### config.mk
export PLATFORM = sky130hd
export DESIGN_NAME = utf8_to_utf16_decoder_core
export DESIGN_NICKNAME = d
export VERILOG_FILES = /design/src/sv/u2u_pkg.sv /design/src/sv/u2u_front.sv /design/src/sv/u2u_queue.sv /design/src/sv/u2u_back.sv /design/src/sv/utf8_to_utf16_decoder_core.sv
export SDC_FILE = /design/constraint.sdc
export NUM_CORES = 1
export LEC_CHECK = 0
export BUFFER_PORTS_ARGS = -buffer_cell sky130_fd_sc_hd__buf_2
export CORE_UTILIZATION = 28
export CTS_CLUSTER_DIAMETER = 80
export CTS_CLUSTER_SIZE = 20
export DETAILED_ROUTE_END_ITERATION = 7
export GPL_TIMING_DRIVEN = 0
export PLACE_DENSITY = 0.48
export SYNTH_ARGS = -nofsm -noshare
export SYNTH_HDL_FRONTEND = slang
export SYNTH_SLANG_ARGS = --single-unit
### constraint.sdc
create_clock -name clk -period 7.4 [get_ports clk]
set_input_delay 0.74 -clock clk [delete_from_list [all_inputs] [get_ports clk]]
set_output_delay 0.74 -clock clk [all_outputs]
set_load 0.03 [all_outputs]
### src/sv/u2u_pkg.sv
// Shared types, constants and helpers for the UTF-8 to UTF-16 decoder.
`default_nettype none
package u2u_pkg;

  localparam int COUNT_WIDTH_DEF = 32;
  localparam int QUEUE_DEPTH     = 4;

  localparam logic [15:0] REPLACEMENT_CHAR = 16'hFFFD;
  localparam logic [15:0] HI_SURR_BASE     = 16'hD800;
  localparam logic [15:0] LO_SURR_BASE     = 16'hDC00;
  localparam logic [30:0] SUPP_BASE        = 31'h0001_0000;
  localparam logic [30:0] SUPP_LIMIT       = 31'h0010_FFFF;

  typedef enum logic [1:0] {
    STAT_UNIT     = 2'd0,
    STAT_END_OK   = 2'd1,
    STAT_END_FAIL = 2'd2
  } status_t;

  // Work token passed from the front to the back: one per byte with results.
  typedef struct packed {
    logic [1:0]  n_units;   // code units carried: 0, 1 or 2
    logic [15:0] unit0;
    logic [15:0] unit1;
    logic        has_end;   // an end-of-string result follows the units
    logic        end_fail;
  } tok_t;

  // Smallest value allowed for a sequence of the given length.
  function automatic logic [30:0] min_value(input logic [2:0] seq_len);
    logic [30:0] r;
    case (seq_len)
      3'd3:    r = 31'h0000_0800;
      3'd4:    r = 31'h0001_0000;
      3'd5:    r = 31'h0020_0000;
      3'd6,
      3'd7:    r = 31'h0400_0000;
      default: r = 31'h0000_0080;
    endcase
    return r;
  endfunction

endpackage
`default_nettype wire

### src/sv/u2u_front.sv
// Front end: accepts UTF-8 bytes, tracks sequence state, builds work tokens.
`default_nettype none
module u2u_front
  import u2u_pkg::*;
(
  input  wire logic       clk,
  input  wire logic       rst_n,
  input  wire logic       in_valid,
  input  wire logic       in_ready,
  input  wire logic [7:0] byte_in,
  input  wire logic       end_of_string,
  output logic            push,
  output tok_t            push_tok
);

  logic [2:0]  pend_r, pend_nxt;
  logic [2:0]  seqlen_r, seqlen_nxt;
  logic [30:0] acc_r, acc_nxt;
  logic        failed_r, failed_nxt;
  logic [2:0]  lead_n;
  logic [30:0] value;
  logic [30:0] offs;
  tok_t        tok;

  always_comb begin
    if (!byte_in[6])      lead_n = 3'd1;
    else if (!byte_in[5]) lead_n = 3'd2;
    else if (!byte_in[4]) lead_n = 3'd3;
    else if (!byte_in[3]) lead_n = 3'd4;
    else if (!byte_in[2]) lead_n = 3'd5;
    else if (!byte_in[1]) lead_n = 3'd6;
    else                  lead_n = 3'd7;
  end

  always_comb begin
    pend_nxt   = pend_r;
    seqlen_nxt = seqlen_r;
    acc_nxt    = acc_r;
    failed_nxt = failed_r;
    tok        = '0;
    value      = '0;
    offs       = '0;
    if (!failed_r) begin
      if (pend_r == 3'd0) begin
        if (!byte_in[7]) begin
          tok.n_units = 2'd1;
          tok.unit0   = {8'h00, byte_in};
        end else if (lead_n == 3'd1 || lead_n == 3'd7) begin
          failed_nxt = 1'b1;
        end else begin
          case (lead_n)
            3'd2:    acc_nxt = {26'd0, byte_in[4:0]};
            3'd3:    acc_nxt = {27'd0, byte_in[3:0]};
            3'd4:    acc_nxt = {28'd0, byte_in[2:0]};
            3'd5:    acc_nxt = {29'd0, byte_in[1:0]};
            default: acc_nxt = {30'd0, byte_in[0]};
          endcase
          seqlen_nxt = lead_n;
          pend_nxt   = lead_n - 3'd1;
        end
      end else if (byte_in[7:6] != 2'b10) begin
        failed_nxt = 1'b1;
      end else begin
        acc_nxt  = {acc_r[24:0], byte_in[5:0]};
        pend_nxt = pend_r - 3'd1;
        if (pend_r == 3'd1) begin
          value = acc_nxt;
          // Replace overlong forms and the two noncharacters.
          if (value < min_value(seqlen_r) || value == 31'h0000_FFFE
              || value == 31'h0000_FFFF) begin
            value = {15'd0, REPLACEMENT_CHAR};
          end
          if (value > SUPP_LIMIT) begin
            failed_nxt = 1'b1;
          end else if (value >= SUPP_BASE) begin
            offs        = value - SUPP_BASE;
            tok.n_units = 2'd2;
            tok.unit0   = HI_SURR_BASE + {6'd0, offs[19:10]};
            tok.unit1   = LO_SURR_BASE + {6'd0, offs[9:0]};
          end else begin
            tok.n_units = 2'd1;
            tok.unit0   = value[15:0];
          end
          acc_nxt    = '0;
          seqlen_nxt = '0;
        end
      end
      if (end_of_string && pend_nxt != 3'd0) failed_nxt = 1'b1;
    end
    if (end_of_string) begin
      tok.has_end  = 1'b1;
      tok.end_fail = failed_nxt;
      pend_nxt     = '0;
      seqlen_nxt   = '0;
      acc_nxt      = '0;
      failed_nxt   = 1'b0;
    end
  end

  assign push     = in_valid && in_ready && (tok.n_units != 2'd0 || tok.has_end);
  assign push_tok = tok;

  always_ff @(posedge clk) begin
    if (!rst_n) begin
      pend_r   <= '0;
      seqlen_r <= '0;
      acc_r    <= '0;
      failed_r <= 1'b0;
    end else if (in_valid && in_ready) begin
      pend_r   <= pend_nxt;
      seqlen_r <= seqlen_nxt;
      acc_r    <= acc_nxt;
      failed_r <= failed_nxt;
    end
  end

endmodule
`default_nettype wire

### src/sv/u2u_queue.sv
// Short token queue between the front end and the back end.
`default_nettype none
module u2u_queue
  import u2u_pkg::*;
(
  input  wire logic clk,
  input  wire logic rst_n,
  input  wire logic push,
  input  wire tok_t push_tok,
  input  wire logic pop,
  output tok_t      head_tok,
  output logic      full,
  output logic      empty
);

  localparam int PW = $clog2(QUEUE_DEPTH);

  tok_t          mem_r [QUEUE_DEPTH];
  logic [PW-1:0] wr_ptr_r, rd_ptr_r;
  logic [PW:0]   count_r;

  assign full     = (count_r == (PW+1)'(QUEUE_DEPTH));
  assign empty    = (count_r == '0);
  assign head_tok = mem_r[rd_ptr_r];

  always_ff @(posedge clk) begin
    if (push) mem_r[wr_ptr_r] <= push_tok;
  end

  always_ff @(posedge clk) begin
    if (!rst_n) begin
      wr_ptr_r <= '0;
      rd_ptr_r <= '0;
      count_r  <= '0;
    end else begin
      if (push) wr_ptr_r <= wr_ptr_r + 1'b1;
      if (pop)  rd_ptr_r <= rd_ptr_r + 1'b1;
      if (push && !pop)      count_r <= count_r + 1'b1;
      else if (pop && !push) count_r <= count_r - 1'b1;
    end
  end

endmodule
`default_nettype wire

### src/sv/u2u_back.sv
// Back end: expands tokens into result transactions and keeps the unit count.
`default_nettype none
module u2u_back
  import u2u_pkg::*;
#(
  parameter int COUNT_WIDTH = COUNT_WIDTH_DEF
) (
  input  wire logic        clk,
  input  wire logic        rst_n,
  input  wire tok_t        head_tok,
  input  wire logic        empty,
  output logic             pop,
  output logic             out_valid,
  input  wire logic        out_ready,
  output logic [15:0]      code_unit,
  output status_t          status,
  output logic [31:0]      units_total,
  output logic             run_last
);

  logic [1:0]             phase_r, phase_nxt;
  logic [COUNT_WIDTH-1:0] cnt_r, cnt_nxt, sel_cnt;
  logic                   out_valid_r;
  logic [15:0]            unit_r;
  status_t                status_r;
  logic [31:0]            total_r;
  logic                   last_r;
  logic                   load;
  logic                   is_unit, is_last;
  logic [1:0]             n_items;
  logic [15:0]            unit_sel;
  status_t                status_sel;
  logic [31:0]            total_clamped;

  assign load    = (!out_valid_r || out_ready) && !empty;
  assign n_items = head_tok.n_units + {1'b0, head_tok.has_end};
  assign is_unit = (phase_r < head_tok.n_units);
  assign is_last = (phase_r == n_items - 2'd1);
  assign pop     = load && is_last;

  always_comb begin
    unit_sel   = (phase_r == 2'd0) ? head_tok.unit0 : head_tok.unit1;
    status_sel = STAT_UNIT;
    cnt_nxt    = cnt_r;
    sel_cnt    = cnt_r;
    phase_nxt  = is_last ? 2'd0 : phase_r + 2'd1;
    if (is_unit) begin
      // Saturate the count at its maximum.
      if (!(&cnt_r)) cnt_nxt = cnt_r + 1'b1;
      sel_cnt = cnt_nxt;
    end else begin
      unit_sel   = '0;
      status_sel = head_tok.end_fail ? STAT_END_FAIL : STAT_END_OK;
      cnt_nxt    = '0;
    end
  end

  generate
    if (COUNT_WIDTH > 32) begin : g_wide
      assign total_clamped = (|sel_cnt[COUNT_WIDTH-1:32]) ? 32'hFFFF_FFFF : sel_cnt[31:0];
    end else begin : g_narrow
      assign total_clamped = 32'(sel_cnt);
    end
  endgenerate

  always_ff @(posedge clk) begin
    if (!rst_n) begin
      phase_r     <= '0;
      cnt_r       <= '0;
      out_valid_r <= 1'b0;
    end else begin
      if (load) begin
        phase_r     <= phase_nxt;
        cnt_r       <= cnt_nxt;
        out_valid_r <= 1'b1;
      end else if (out_ready) begin
        out_valid_r <= 1'b0;
      end
    end
  end

  always_ff @(posedge clk) begin
    if (load) begin
      unit_r   <= unit_sel;
      status_r <= status_sel;
      total_r  <= total_clamped;
      last_r   <= is_last;
    end
  end

  assign out_valid   = out_valid_r;
  assign code_unit   = unit_r;
  assign status      = status_r;
  assign units_total = total_r;
  assign run_last    = last_r;

endmodule
`default_nettype wire

### src/sv/utf8_to_utf16_decoder_core.sv
// Top level of the UTF-8 to UTF-16 decoder: front end, token queue, back end.
//
// Usage:
//   The input stream carries one UTF-8 byte per transaction in in_tdata, with
//   in_tlast marking the final byte of a string. The output stream carries
//   one result per transaction: a UTF-16 code unit and the running unit count
//   in out_tdata, the result kind in out_tuser (code unit, end ok, end
//   failed) and out_tlast on the last result caused by one input byte.
//   A byte's token enters the token queue, then its first result moves into the
//   output register. Throughput: one byte per cycle while in_tready is high.
//   The output register emits one result per cycle while out_tready is high,
//   so a byte that yields a surrogate pair or a pair plus an end result holds
//   the output for each result in turn; the four-entry token queue absorbs
//   such bursts and in_tready drops only when it fills.
//   Reset clears the sequence state, the failure flag, the unit counter, the
//   queue and the output valid flag; the block is ready the cycle after.
//   When the receiver stalls, the held result stays stable on the output,
//   the queue fills behind it and then the input is stalled in turn.
//   The end result of each string returns all decoding state to reset values.
`default_nettype none
module utf8_to_utf16_decoder_core
  import u2u_pkg::*;
#(
  parameter int COUNT_WIDTH = COUNT_WIDTH_DEF
) (
  input  wire logic        clk,
  input  wire logic        rst_n,
  input  wire logic        in_tvalid,
  output logic             in_tready,
  input  wire logic [7:0]  in_tdata,   // [7:0] byte_in
  input  wire logic        in_tlast,   // end_of_string
  output logic             out_tvalid,
  input  wire logic        out_tready,
  output logic [47:0]      out_tdata,  // [15:0] code_unit, [47:16] units_total
  output logic [1:0]       out_tuser,  // [1:0] status
  output logic             out_tlast   // run_last
);

  tok_t        push_tok, head_tok;
  logic        push, pop, full, empty;
  logic [15:0] code_unit;
  logic [31:0] units_total;
  status_t     status;

  // Accept a byte whenever the queue has room for its token.
  assign in_tready = !full;

  u2u_front u_front (
    .clk           (clk),
    .rst_n         (rst_n),
    .in_valid      (in_tvalid),
    .in_ready      (in_tready),
    .byte_in       (in_tdata),
    .end_of_string (in_tlast),
    .push          (push),
    .push_tok      (push_tok)
  );

  u2u_queue u_queue (
    .clk      (clk),
    .rst_n    (rst_n),
    .push     (push),
    .push_tok (push_tok),
    .pop      (pop),
    .head_tok (head_tok),
    .full     (full),
    .empty    (empty)
  );

  u2u_back #(
    .COUNT_WIDTH (COUNT_WIDTH)
  ) u_back (
    .clk         (clk),
    .rst_n       (rst_n),
    .head_tok    (head_tok),
    .empty       (empty),
    .pop         (pop),
    .out_valid   (out_tvalid),
    .out_ready   (out_tready),
    .code_unit   (code_unit),
    .status      (status),
    .units_total (units_total),
    .run_last    (out_tlast)
  );

  // Pack the result fields onto the stream.
  assign out_tdata = {units_total, code_unit};
  assign out_tuser = status;

endmodule
`default_nettype wire
# ---- Word level (Yosys, flattened, before mapping)
# Memory sizes are Yosys's and may differ from the RTL's. A register that Yosys moved wholly into a read port is not among the register bits.
# Index checks and enable logic that the tools add are counted.
dict set report word_totals {
  ff_bits 125
  latchBits 0
  mem_bits_rw 144
  romBits 0
  memories 1
}
dict set report op_classes {
  add_sub_neg 13
  n_mul 0
  div 0
  order_cmp 4
  n_eq_ne 21
  n_shift 0
  mux 71
  bitwise_logic 0
  n_reduce_logical 30
}
# memory depth word_bits read_ports rd_ports_with_merged_regs write_ports line
set mem_list {}
lappend mem_list {u_queue.mem_r 4 36 1 1 1 u2u_queue.sv:18} ;# tok_t mem_r [QUEUE_DEPTH];
# operator n
set ops {}
lappend ops {{$mux 31} 9}
lappend ops {{$mux 25} 7}
lappend ops {{$mux 34} 4}
lappend ops {{$pmux 27 s4} 1}
lappend ops {{$mux 32} 3}
lappend ops {{$mux 3} 21}
lappend ops {{$eq 31x16->1 const B} 2}
lappend ops {{$mux 16} 3}
lappend ops {{$mux 18} 2}
lappend ops {{$add 15x11->16 const A} 2}
lappend ops {{$add 32x1->32 const B} 1}
lappend ops {{$reduce_and 32->1} 1}
lappend ops {{$ge 31x17->1 const B} 1}
lappend ops {{$gt 31x21->1 const B} 1}
lappend ops {{$lt 31x31->1} 1}
lappend ops {{$eq 3x3->1 const B} 8}
lappend ops {{$pmux 5 s4} 1}
lappend ops {{$sub 20x17->20 const B} 1}
lappend ops {{$mux 17} 1}
lappend ops {{$mux 1} 14}
lappend ops {{$mux 2} 5}
lappend ops {{$eq 3x2->1 const B} 3}
lappend ops {{$sub 3x1->3 const B} 3}
lappend ops {{$logic_and 1x1->1} 7}
lappend ops {{other kinds (20)} 37}

# ---- Depth between registers and ports, before layout
# Gate-level depths: netlist of run 1.
dict set report depth {
  depth_word 30
  ltp_mapped 22
  ltp_nobuf 21
}

# ---- Modules after synthesis
# A second synthesis of run 1 with hierarchy kept.
dict set report unflattened {
  cells_unflattened 996
  area_unflattened_um2 12587.1
}
# mod n_inst cells_per_inst area_each_um2 seq_area_each_um2
set modules_own_cells {}
lappend modules_own_cells {u2u_queue 1 231 5694.2 4504.3}
lappend modules_own_cells {u2u_back 1 414 4361.7 2232.1}
lappend modules_own_cells {u2u_front 1 350 2527.4 640.6}
lappend modules_own_cells {utf8_to_utf16_decoder_core 1 1 3.8 0.0}

# ---- Worst setup path after synthesis of run 1
# No wires, ideal clock.
dict set report synth_timing {
  kind {flip-flop to flip-flop}
  from {reg u_front.seqlen_r[2]}
  to {mem u_queue.mem_r[2][0] (netlist name), enable pin}
  setup_time_ns 0.463
  arrival_time_ns 5.644
  required_ns 6.937
  setup_slack_ns 1.293
  path_stages_with_launch 16
  path_buffers 1
  period_less_slack_ns 6.107
  cell_sequence {dfxtp_1 or3b_2 ha_1 a21oi_1 a21boi_0 o31ai_1 and2_1 buf_2 nand2b_1 inv_1 ha_1 and4b_1 a2111oi_4 a21o_4 o21ai_2 a211oi_1}
}
dict set report synth_via {
  elab_chain_len 27
}
# item line
set synth_lines {}
lappend synth_lines {{from (decl)} u2u_front.sv:17} ;# logic [2:0] seqlen_r, seqlen_nxt;
lappend synth_lines {{from (signal assigned)} u2u_front.sv:111} ;# seqlen_r <= seqlen_nxt;
lappend synth_lines {{$eq 3x3->1} u2u_pkg.sv:32} ;# case (seq_len)
lappend synth_lines {{$reduce_or 2->1} u2u_pkg.sv:32}
lappend synth_lines {{$pmux 27 s4 *} u2u_pkg.sv:32}
lappend synth_lines {{$mux 31 *} u2u_front.sv:66} ;# if (pend_r == 3'd1) begin
lappend synth_lines {{$mux 31 *} u2u_front.sv:61} ;# end else if (byte_in[7:6] != 2'b10) begin
lappend synth_lines {{$mux 31 *} u2u_front.sv:44} ;# if (pend_r == 3'd0) begin
lappend synth_lines {{$mux 31 *} u2u_front.sv:43} ;# if (!failed_r) begin
lappend synth_lines {{$lt 31x31->1 *} u2u_front.sv:69} ;# if (value < min_value(seqlen_r) || value == 31'h0000_FFFE
lappend synth_lines {{(+11 left out)} n/a}
lappend synth_lines {{$mux 34 *} u2u_front.sv:61}
lappend synth_lines {{$mux 18 *} u2u_front.sv:44}
lappend synth_lines {{$mux 34 *} u2u_front.sv:43}
lappend synth_lines {{$reduce_bool 2->1 *} u2u_front.sv:100} ;# assign push = in_valid && in_ready && (tok.n_units != 2'd0 || tok.has_end);
lappend synth_lines {{$logic_or 1x1->1 *} u2u_front.sv:100}
lappend synth_lines {{$logic_and 1x1->1 *} u2u_front.sv:100}
lappend synth_lines {{$mux 1 *} u2u_queue.sv:27} ;# if (push) mem_r[wr_ptr_r] <= push_tok;
lappend synth_lines {{$mux 1 (implied by the code) *} u2u_queue.sv:27}
lappend synth_lines {{to (decl)} u2u_queue.sv:18}
# Every way passes the cells marked *; elsewhere a longest branch is shown, timed or not. The select of a mux whose other input is x is not followed.

# ---- Final worst setup path of run 1
dict set report layout_timing {
  from {reg u_front.seqlen_r[2]}
  to {reg u_queue.count_r[2]}
}
dict set report layout_via {
  elab_chain_len 28
}
# item line
set layout_lines {}
lappend layout_lines {{$eq 3x3->1} u2u_pkg.sv:32}
lappend layout_lines {{$reduce_or 2->1} u2u_pkg.sv:32}
lappend layout_lines {{$pmux 27 s4 *} u2u_pkg.sv:32}
lappend layout_lines {{$mux 31 *} u2u_front.sv:66}
lappend layout_lines {{$mux 31 *} u2u_front.sv:61}
lappend layout_lines {{$mux 31 *} u2u_front.sv:44}
lappend layout_lines {{$mux 31 *} u2u_front.sv:43}
lappend layout_lines {{$lt 31x31->1 *} u2u_front.sv:69}
lappend layout_lines {{(+13 left out)} n/a}
lappend layout_lines {{$mux 34 *} u2u_front.sv:43}
lappend layout_lines {{$reduce_bool 2->1 *} u2u_front.sv:100}
lappend layout_lines {{$logic_or 1x1->1 *} u2u_front.sv:100}
lappend layout_lines {{$logic_and 1x1->1 *} u2u_front.sv:100}
lappend layout_lines {{named net push} utf8_to_utf16_decoder_core.sv:40} ;# logic push, pop, full, empty;
lappend layout_lines {{$logic_not 1->1} u2u_queue.sv:39} ;# else if (pop && !push) count_r <= count_r - 1'b1;
lappend layout_lines {{$logic_and 1x1->1} u2u_queue.sv:39}
lappend layout_lines {{$reduce_bool 2->1 (no source line)} n/a}
lappend layout_lines {{to (signal assigned)} u2u_queue.sv:38} ;# if (push && !pop) count_r <= count_r + 1'b1;
lappend layout_lines {{to (signal assigned)} u2u_queue.sv:39}
lappend layout_lines {{to (decl)} u2u_queue.sv:20} ;# logic [PW:0] count_r;
# The timed path passes the listed nets; every way through them passes the cells marked *. The select of a mux whose other input is x is not followed.
# A chain may end at the register's enable or synchronous reset.

==> results.py, run 1 <==
metrics = {
    "placement": {
        "place_ws_ns": 1.289,
        "place.gp.congestion": 0.9027,
        "dpl_cell_area_mm2": 0.01301,
        "port-buffer-count": 62,
        "hpwl_um": 23160,
    },
    "timing": {
        "period_minus_slack_ns": 5.894,
        "worst_pin_slew_ns": 1.327,
        "finalSetupViolations": 0,
        "max_freq_mhz": 169.7,
        "finalCritPeriodShare": 0.7965,
        "slew_violations": 0,
        "clock_skew_ns": 0.01771,
        "tns_ns": 0,
        "finalHoldViolCount": 0,
        "slew_headroom": 0.1151,
        "final.setup.worst_slack_ns": 1.506,
        "rsz0062_at_grt": "no",
    },
    "critical_path": {
        "critical_path_buf_inv_count": 4,
        "ff2ff_setup_slack_ns": 1.51,
        "crit_fanout": 10,
        "critPathTopFamily": "simple AND/OR/NAND/NOR gates",
        "required_ns": 7.83,
        "slowest_stage": "nor3_1",
        "cp_slowest_stage_delay_ns": 0.70,
        "reg2regPathDepth": 22,
        "cp-start-kind": "register",
        "crit_chain": "or3b_2 > ha_1 > a21oi_1 > a21boi_0 > o31ai_1 > and2_1 > buf_2 > nand2b_1 > ha_1 > inv_1 > o31ai_1 > mux2i_1 > nor3_1 > o21ai_2 > buf_6 > a21oi_1 > ha_1 > inv_1 > fa_1 > xor2_1 > or3_1 > a21oi_1",
        "critical_path_arrival_ns": 6.33,
        "critPathKind": "register to register",
        "r2r-start": "u_front.seqlen_r[2]$_SDFFE_PN0P_",
        "critical_path_cell_count": 22,
        "r2r_end": "u_queue.count_r[2]$_SDFFE_PN0P_",
        "endpoint_kind": "register",
    },
    "global_route": {
        "grt_pass1_vias": 8540,
        "grtUsageTotal": 0.1508,
        "grt_max_degree": 61,
        "grt_pass1_wl_um": 50730,
        "grt-ovfl-total": 0,
        "antenna_found_initial": 1,
    },
    "final_layout": {
        "nFillCells": 4206,
        "final_util": 0.3292,
        "layout_common_cells": "171 x edfxtp_1, 100 x nand2_1, 76 x dfxtp_1",
        "multiInputGateArea_mm2": 0.004787,
        "syn2layout_area_growth_pct": 14.87,
        "num-nets-final": 1149,
        "n_antenna_cell": 0,
        "regArea_mm2": 0.006656,
        "drive_gt1_frac": 0.1463,
        "final_common_cell": "edfxtp_1",
        "stdcell_area_mm2": 0.01359,
    },
    "yosys": {
        "synth_edf_count": 171,
        "syn_avg_cell_area_um2": 11.58,
        "syn-num-nets": 1059,
        "ys_types": 78,
        "netlist_instances": 1022,
        "synth_area_mm2": 0.01183,
        "ys_seq_area_frac": 0.5625,
        "async_flop_share": 0,
        "synth_ff_type": "edfxtp_1",
        "ys_warn_count": 0,
        "synth-seq-cells": 247,
    },
    "floorplanning": {
        "core-area_mm2": 0.04129,
        "dieArea_mm2": 0.04309,
        "die_h_um": 207.6,
        "rows": 74,
        "start_util": 0.2866,
        "die-width_um": 207.6,
        "num_io_pins": 66,
    },
    "job": {
        "maxCapViolCount": 0,
    },
    "clock_network": {
        "cts.sinks": 247,
        "post_cts_buffers": 0,
        "cts.clk_slew.worst_paths_ns": 0.08,
        "ctsLongestPathBuffers": 3,
        "clk_latency_ns": 0.50,
        "htreeDepth": 1,
        "cts_root_buffer": "clkbuf_16",
        "cts_tree": "built",
        "cts_hold_buf": 0,
        "cts_buffers": 18,
        "cts.repair.resized": 0,
    },
    "routing": {
        "routed.top_layer": "met4",
        "met2WireLength_um": 14700,
        "wl_met1_um": 15460,
        "antenna_left": 0,
        "wl_per_cell_um": 19.67,
        "avgViaCountPerCell": 5.176,
        "first_iter_violations": 598,
        "via_count": 8556,
        "drc": 0,
        "drtPass1Iterations": 5,
        "wl_met3_um": 1810,
        "wirelength_um": 32510,
    },
    "min_path": {
        "worstHoldStart": "u_front.acc_r[24]$_SDFFE_PN0P_",
        "hold_depth": 2,
        "hold_end": "u_front.acc_r[24]$_SDFFE_PN0P_",
        "hp-class": "register to register",
    },
    "power": {
        "ir_drop_mv": 0.2941,
        "leakage_uw": 0.004614,
        "power_density_mw_per_mm2": 334.7,
    },
    "run_status": {
        "outcome": "finished, final reports clean",
    },
}
[layer usage]
metal,vias up,track usage
met3,34,0.02738
met1,4251,0.2123
met2,216,0.2392
met4,0,0.03603
met5,-,0
li1,4055,-
[sequential cells by signal, summed over array words and instances (netlist names), 3 cells and up, named ones only]
register,count
u_back.code_unit,16
u_front.pend_r,3
u_back.units_total,32
u_front.acc_r,25
u_back.cnt_r,32
u_queue.mem_r,120
u_front.seqlen_r,3
u_queue.count_r,3
[area by class of cell]
type | instances | area share
sequential | 247 | 0.4897
multi-input combinational | 669 | 0.3522
tap | 532 | 0.04897
clock buffer | 22 | 0.03654
timing repair buffer | 70 | 0.03443
buffer | 75 | 0.02338
inverter | 31 | 0.008560
clock inverter | 7 | 0.006259
[tightest hold or removal path, cell delays in order, from the launching register on]
cell,delay (ns)
dfxtp_1,0.32
nand2_1,0.05
a21oi_1,0.05
[through the flow]
step	cells	hold slack, ns	power [uW]
floorplan	1022	0.4312	3008
global placement	1616	0.4441	3573
detailed placement	1624	0.4448	3588
CTS	1653	0.4562	4615
global route	1653	0.4860	4796
finish	1653	0.4565	4550
[worst max path at each step]
stage | startpoint | end
2_1_floorplan | u_front.seqlen_r[2]$_SDFFE_PN0P_ | u_queue.mem_r[2][0]$_DFFE_PP_
3_3_place_gp | in_tdata[5] | u_queue.mem_r[2][11]$_DFFE_PP_
3_5_place_dp | in_tdata[5] | u_queue.count_r[2]$_SDFFE_PN0P_
4_1_cts | u_front.seqlen_r[2]$_SDFFE_PN0P_ | u_queue.count_r[2]$_SDFFE_PN0P_
5_1_grt | u_front.seqlen_r[2]$_SDFFE_PN0P_ | u_queue.count_r[2]$_SDFFE_PN0P_
6_report | u_front.seqlen_r[2]$_SDFFE_PN0P_ | u_queue.count_r[2]$_SDFFE_PN0P_
[synth_stat cells (8+ instances only)]
| cell | number | area, um^2 |
|---|---|---|
| nand3_1 | 69 | 345.3 |
| xnor2_1 | 24 | 210.2 |
| or3_1 | 10 | 62.56 |
| a21o_1 | 8 | 60.06 |
| and2_1 | 11 | 68.82 |
| a21oi_1 | 61 | 305.3 |
| nor3_1 | 18 | 90.09 |
| and4_1 | 8 | 70.07 |
| nand4_1 | 23 | 143.9 |
| nand2_1 | 100 | 375.4 |
| a31oi_1 | 9 | 56.30 |
| o21ai_0 | 20 | 100.1 |
| o211ai_1 | 11 | 82.58 |
| nor4_1 | 14 | 87.58 |
| clkbuf_1 | 54 | 202.7 |
| edfxtp_1 | 171 | 5135 |
| o21a_1 | 13 | 97.59 |
| nor2_1 | 47 | 176.4 |
| nand2b_1 | 9 | 56.30 |
| dfxtp_1 | 76 | 1521 |
| ha_1 | 23 | 287.8 |
| nand4b_1 | 8 | 70.07 |
| or4_1 | 9 | 67.56 |
| a211oi_1 | 14 | 105.1 |
| xor2_1 | 14 | 122.6 |
| mux4_2 | 30 | 675.7 |
| and3_1 | 8 | 50.05 |
| inv_1 | 29 | 108.9 |
| mux2i_1 | 12 | 120.1 |
| buf_2 | 12 | 60.06 |
[power by group]
group / total [uW] / internal, uW / switching [uW]
Sequential: 1860 / 1790 / 74.4
Clock: 1020 / 524 / 492
Combinational: 1670 / 475 / 1200
[cell families after synthesis]
kind of cell	share of synthesized area
DFF	0.5625
xor gates and xnor gates	0.02812
adders and majority gates	0.02601
muxes	0.06820
and+or+nand+nor	0.1603
buffers and inverters	0.03637
AOI/OAI and AO/OA	0.1185
Power figures use the tool's default switching activity.
==> run 2, diff against run 1 <==
ABC_AREA = 1   (was unset)
clock period = 5.7 ns   (was 7.4 ns; I/O delays follow)
==> results.py, run 2 <==
metrics = {
    "clock_network": {
        "htreeDepth": 1,
        "cts.sinks": 247,
        "cts_tree": "built",
        "ctsLongestPathBuffers": 3,
        "cts.clk_slew.worst_paths_ns": 0.08,
        "cts.repair.resized": 0,
        "post_cts_buffers": 0,
        "clk_latency_ns": 0.52,
        "cts_root_buffer": "clkbuf_16",
        "cts_buffers": 19,
        "cts_hold_buf": 0,
    },
    "yosys": {
        "yosys.area.top_type": "edfxtp_1",
        "synth_area_mm2": 0.01181,
        "syn-num-nets": 1351,
        "synth-seq-cells": 247,
        "ys_types": 46,
        "syn_avg_cell_area_um2": 8.984,
        "synth_common_cells": "218 x nand2_1, 175 x nor2_1, 171 x edfxtp_1",
        "ys_top_cells_by_area": "edfxtp_1 43%, dfxtp_1 13%, nand2_1 6.9%, o21ai_0 6.1%, nor2_1 5.6%",
        "synth_edf_count": 171,
        "netlist_instances": 1314,
        "ys_warn_count": 0,
        "yosysMostFrequentCell": "nand2_1",
        "synth_top_area_share": 0.4350,
        "async_flop_share": 0,
        "synth_ff_type": "edfxtp_1",
        "ys_seq_area_frac": 0.5639,
    },
    "final_layout": {
        "final_common_cell": "nand2_1",
        "drive_gt1_frac": 0.08982,
        "syn2layout_area_growth_pct": 14.35,
        "num-nets-final": 1441,
        "top_register": "u_queue.mem_r",
        "largest_reg_flops": 120,
        "layout_common_cells": "218 x nand2_1, 171 x nor2_1, 171 x edfxtp_1",
        "n_antenna_cell": 0,
    },
    "run_status": {
        "outcome": "finished, final reports clean",
    },
    "floorplanning": {
        "num_io_pins": 66,
        "die_h_um": 207.3,
        "rows": 74,
        "core-area_mm2": 0.04120,
        "dieArea_mm2": 0.04299,
        "start_util": 0.2865,
        "die-width_um": 207.3,
    },
    "global_route": {
        "grt_max_degree": 61,
        "grt-ovfl-total": 0,
        "grt_pass1_wl_um": 52140,
        "grt_pass1_vias": 9032,
        "antenna_found_initial": 0,
        "grtUsageTotal": 0.1533,
    },
    "timing": {
        "period_minus_slack_ns": 4.622,
        "final.setup.worst_slack_ns": 1.078,
        "hold-worst-slack_ns": 0.3639,
        "finalCritPeriodShare": 0.8108,
        "finalSetupViolations": 0,
        "max_freq_mhz": 216.4,
        "rsz0062_at_grt": "no",
        "slew_headroom": 0.4362,
        "clock_skew_ns": 0.01731,
        "finalHoldViolCount": 0,
        "worst_pin_slew_ns": 0.8431,
        "slew_violations": 0,
    },
    "critical_path": {
        "critical_path_arrival_ns": 5.07,
        "cp-start-kind": "register",
        "required_ns": 6.15,
        "crit_fanout": 9,
        "slowest_stage": "fa_1",
        "crit_top_cell": "nor2_1",
        "critPathKind": "register to register",
        "cp_slowest_stage_delay_ns": 0.43,
        "endpoint_kind": "register",
    },
    "routing": {
        "wirelength_um": 33510,
        "avgViaCountPerCell": 4.910,
        "drc": 0,
        "first_iter_violations": 697,
        "wl_per_cell_um": 17.22,
        "via_count": 9554,
        "drtPass1Iterations": 5,
        "antenna_left": 0,
    },
    "power": {
        "leakage_uw": 0.005013,
        "fin_total_pwr_uw": 7101,
        "power_density_mw_per_mm2": 526.0,
        "ir_drop_mv": 0.2588,
    },
    "min_path": {
        "hp-class": "input pin to register",
    },
    "job": {
        "maxCapViolCount": 0,
    },
    "placement": {
        "place.gp.congestion": 0.8958,
        "port-buffer-count": 65,
        "place_ws_ns": 1.075,
        "hpwl_um": 24310,
    },
}
[run 2: cell types whose count changed after synthesis, moves of 12 or more]
cell,change
o21ai_0,+124
inv_1,+85
mux2i_1,-12
nor2_1,+128
a21oi_1,+47
nand2_1,+118
mux4_2,-30
o22ai_1,+21
xnor2_1,-21
[run 2: cells by family after synthesis]
kind of cell / after synthesis / synth area share
AO/OA/AOI/OAI: 329 / 0.1524
XOR/XNOR: 26 / 0.01929
adder cells (fa/ha/maj): 24 / 0.02607
buffers and inverters: 180 / 0.05829
flip-flops: 247 / 0.5639
AND/OR/NAND/NOR: 508 / 0.1801
[run 2: path summary, 6_finish.rpt]
kind                                         start  slack (ns)                         endpoint  cells past startpoint
hold reg to reg     u_front.acc_r[19]$_SDFFE_PN0P_        0.48   u_front.acc_r[19]$_SDFFE_PN0P_                      2
setup reg to reg  u_front.seqlen_r[2]$_SDFFE_PN0P_        1.08  u_queue.count_r[2]$_SDFFE_PN0P_                     32
hold / removal                            in_tlast        0.36    u_queue.mem_r[2][1]$_DFFE_PP_                      1
setup / recovery  u_front.seqlen_r[2]$_SDFFE_PN0P_        1.08  u_queue.count_r[2]$_SDFFE_PN0P_                     32
[run 2: routing by layer]
| metal | routed length [um] | GRT usage | up-vias | part of all wire |
|---|---|---|---|---|
| met5 | 0 | 0 | - | 0 |
| met4 | 612 | 0.03963 | 0 | 0.018 |
| met3 | 1845 | 0.02133 | 41 | 0.055 |
| met2 | 14790 | 0.2402 | 234 | 0.44 |
| met1 | 16260 | 0.2209 | 4569 | 0.49 |
| li1 | - | - | 4710 | - |
[run 2: cell type report]
class,instances,area (um^2)
repair buffers,69,405.4
clock buffers,21,483.0
well taps,532,665.6
fillers,4324,27700
clock inverters,10,106.4
inverters,123,464.2
multi-input cells,887,4491
plain buffers,57,227.7
flip-flops and latches,247,6656
[run 2: report_power, final]
part,leakage [uW],switching [uW],internal (uW)
Combinational,0.00251,2200,787
Sequential,0.00223,266,2530
Clock,0.000279,688,637
Total,0.00501,3150,3950
[run 2: critical path, delay by kind of cell, from the launching register on]
| kind | cells | cell delay, ns |
|---|---|---|
| DFF | 1 | 0.40 |
| AOI/OAI and AO/OA | 3 | 0.36 |
| adders and majority gates | 4 | 1.07 |
| and+or+nand+nor | 22 | 2.39 |
| buffers and inverters | 3 | 0.31 |
[run 2: per-stage QoR]
stage,setup TNS (ns),cell area [um^2],std cells,util
global placement,-45.49,12800,1911,0.3106
floorplan,0,11810,1314,-
finish,0,13500,1946,0.3276
global route,0,13500,1946,0.3276
CTS,0,13500,1946,0.3276
detailed placement,0,12910,1915,0.3133
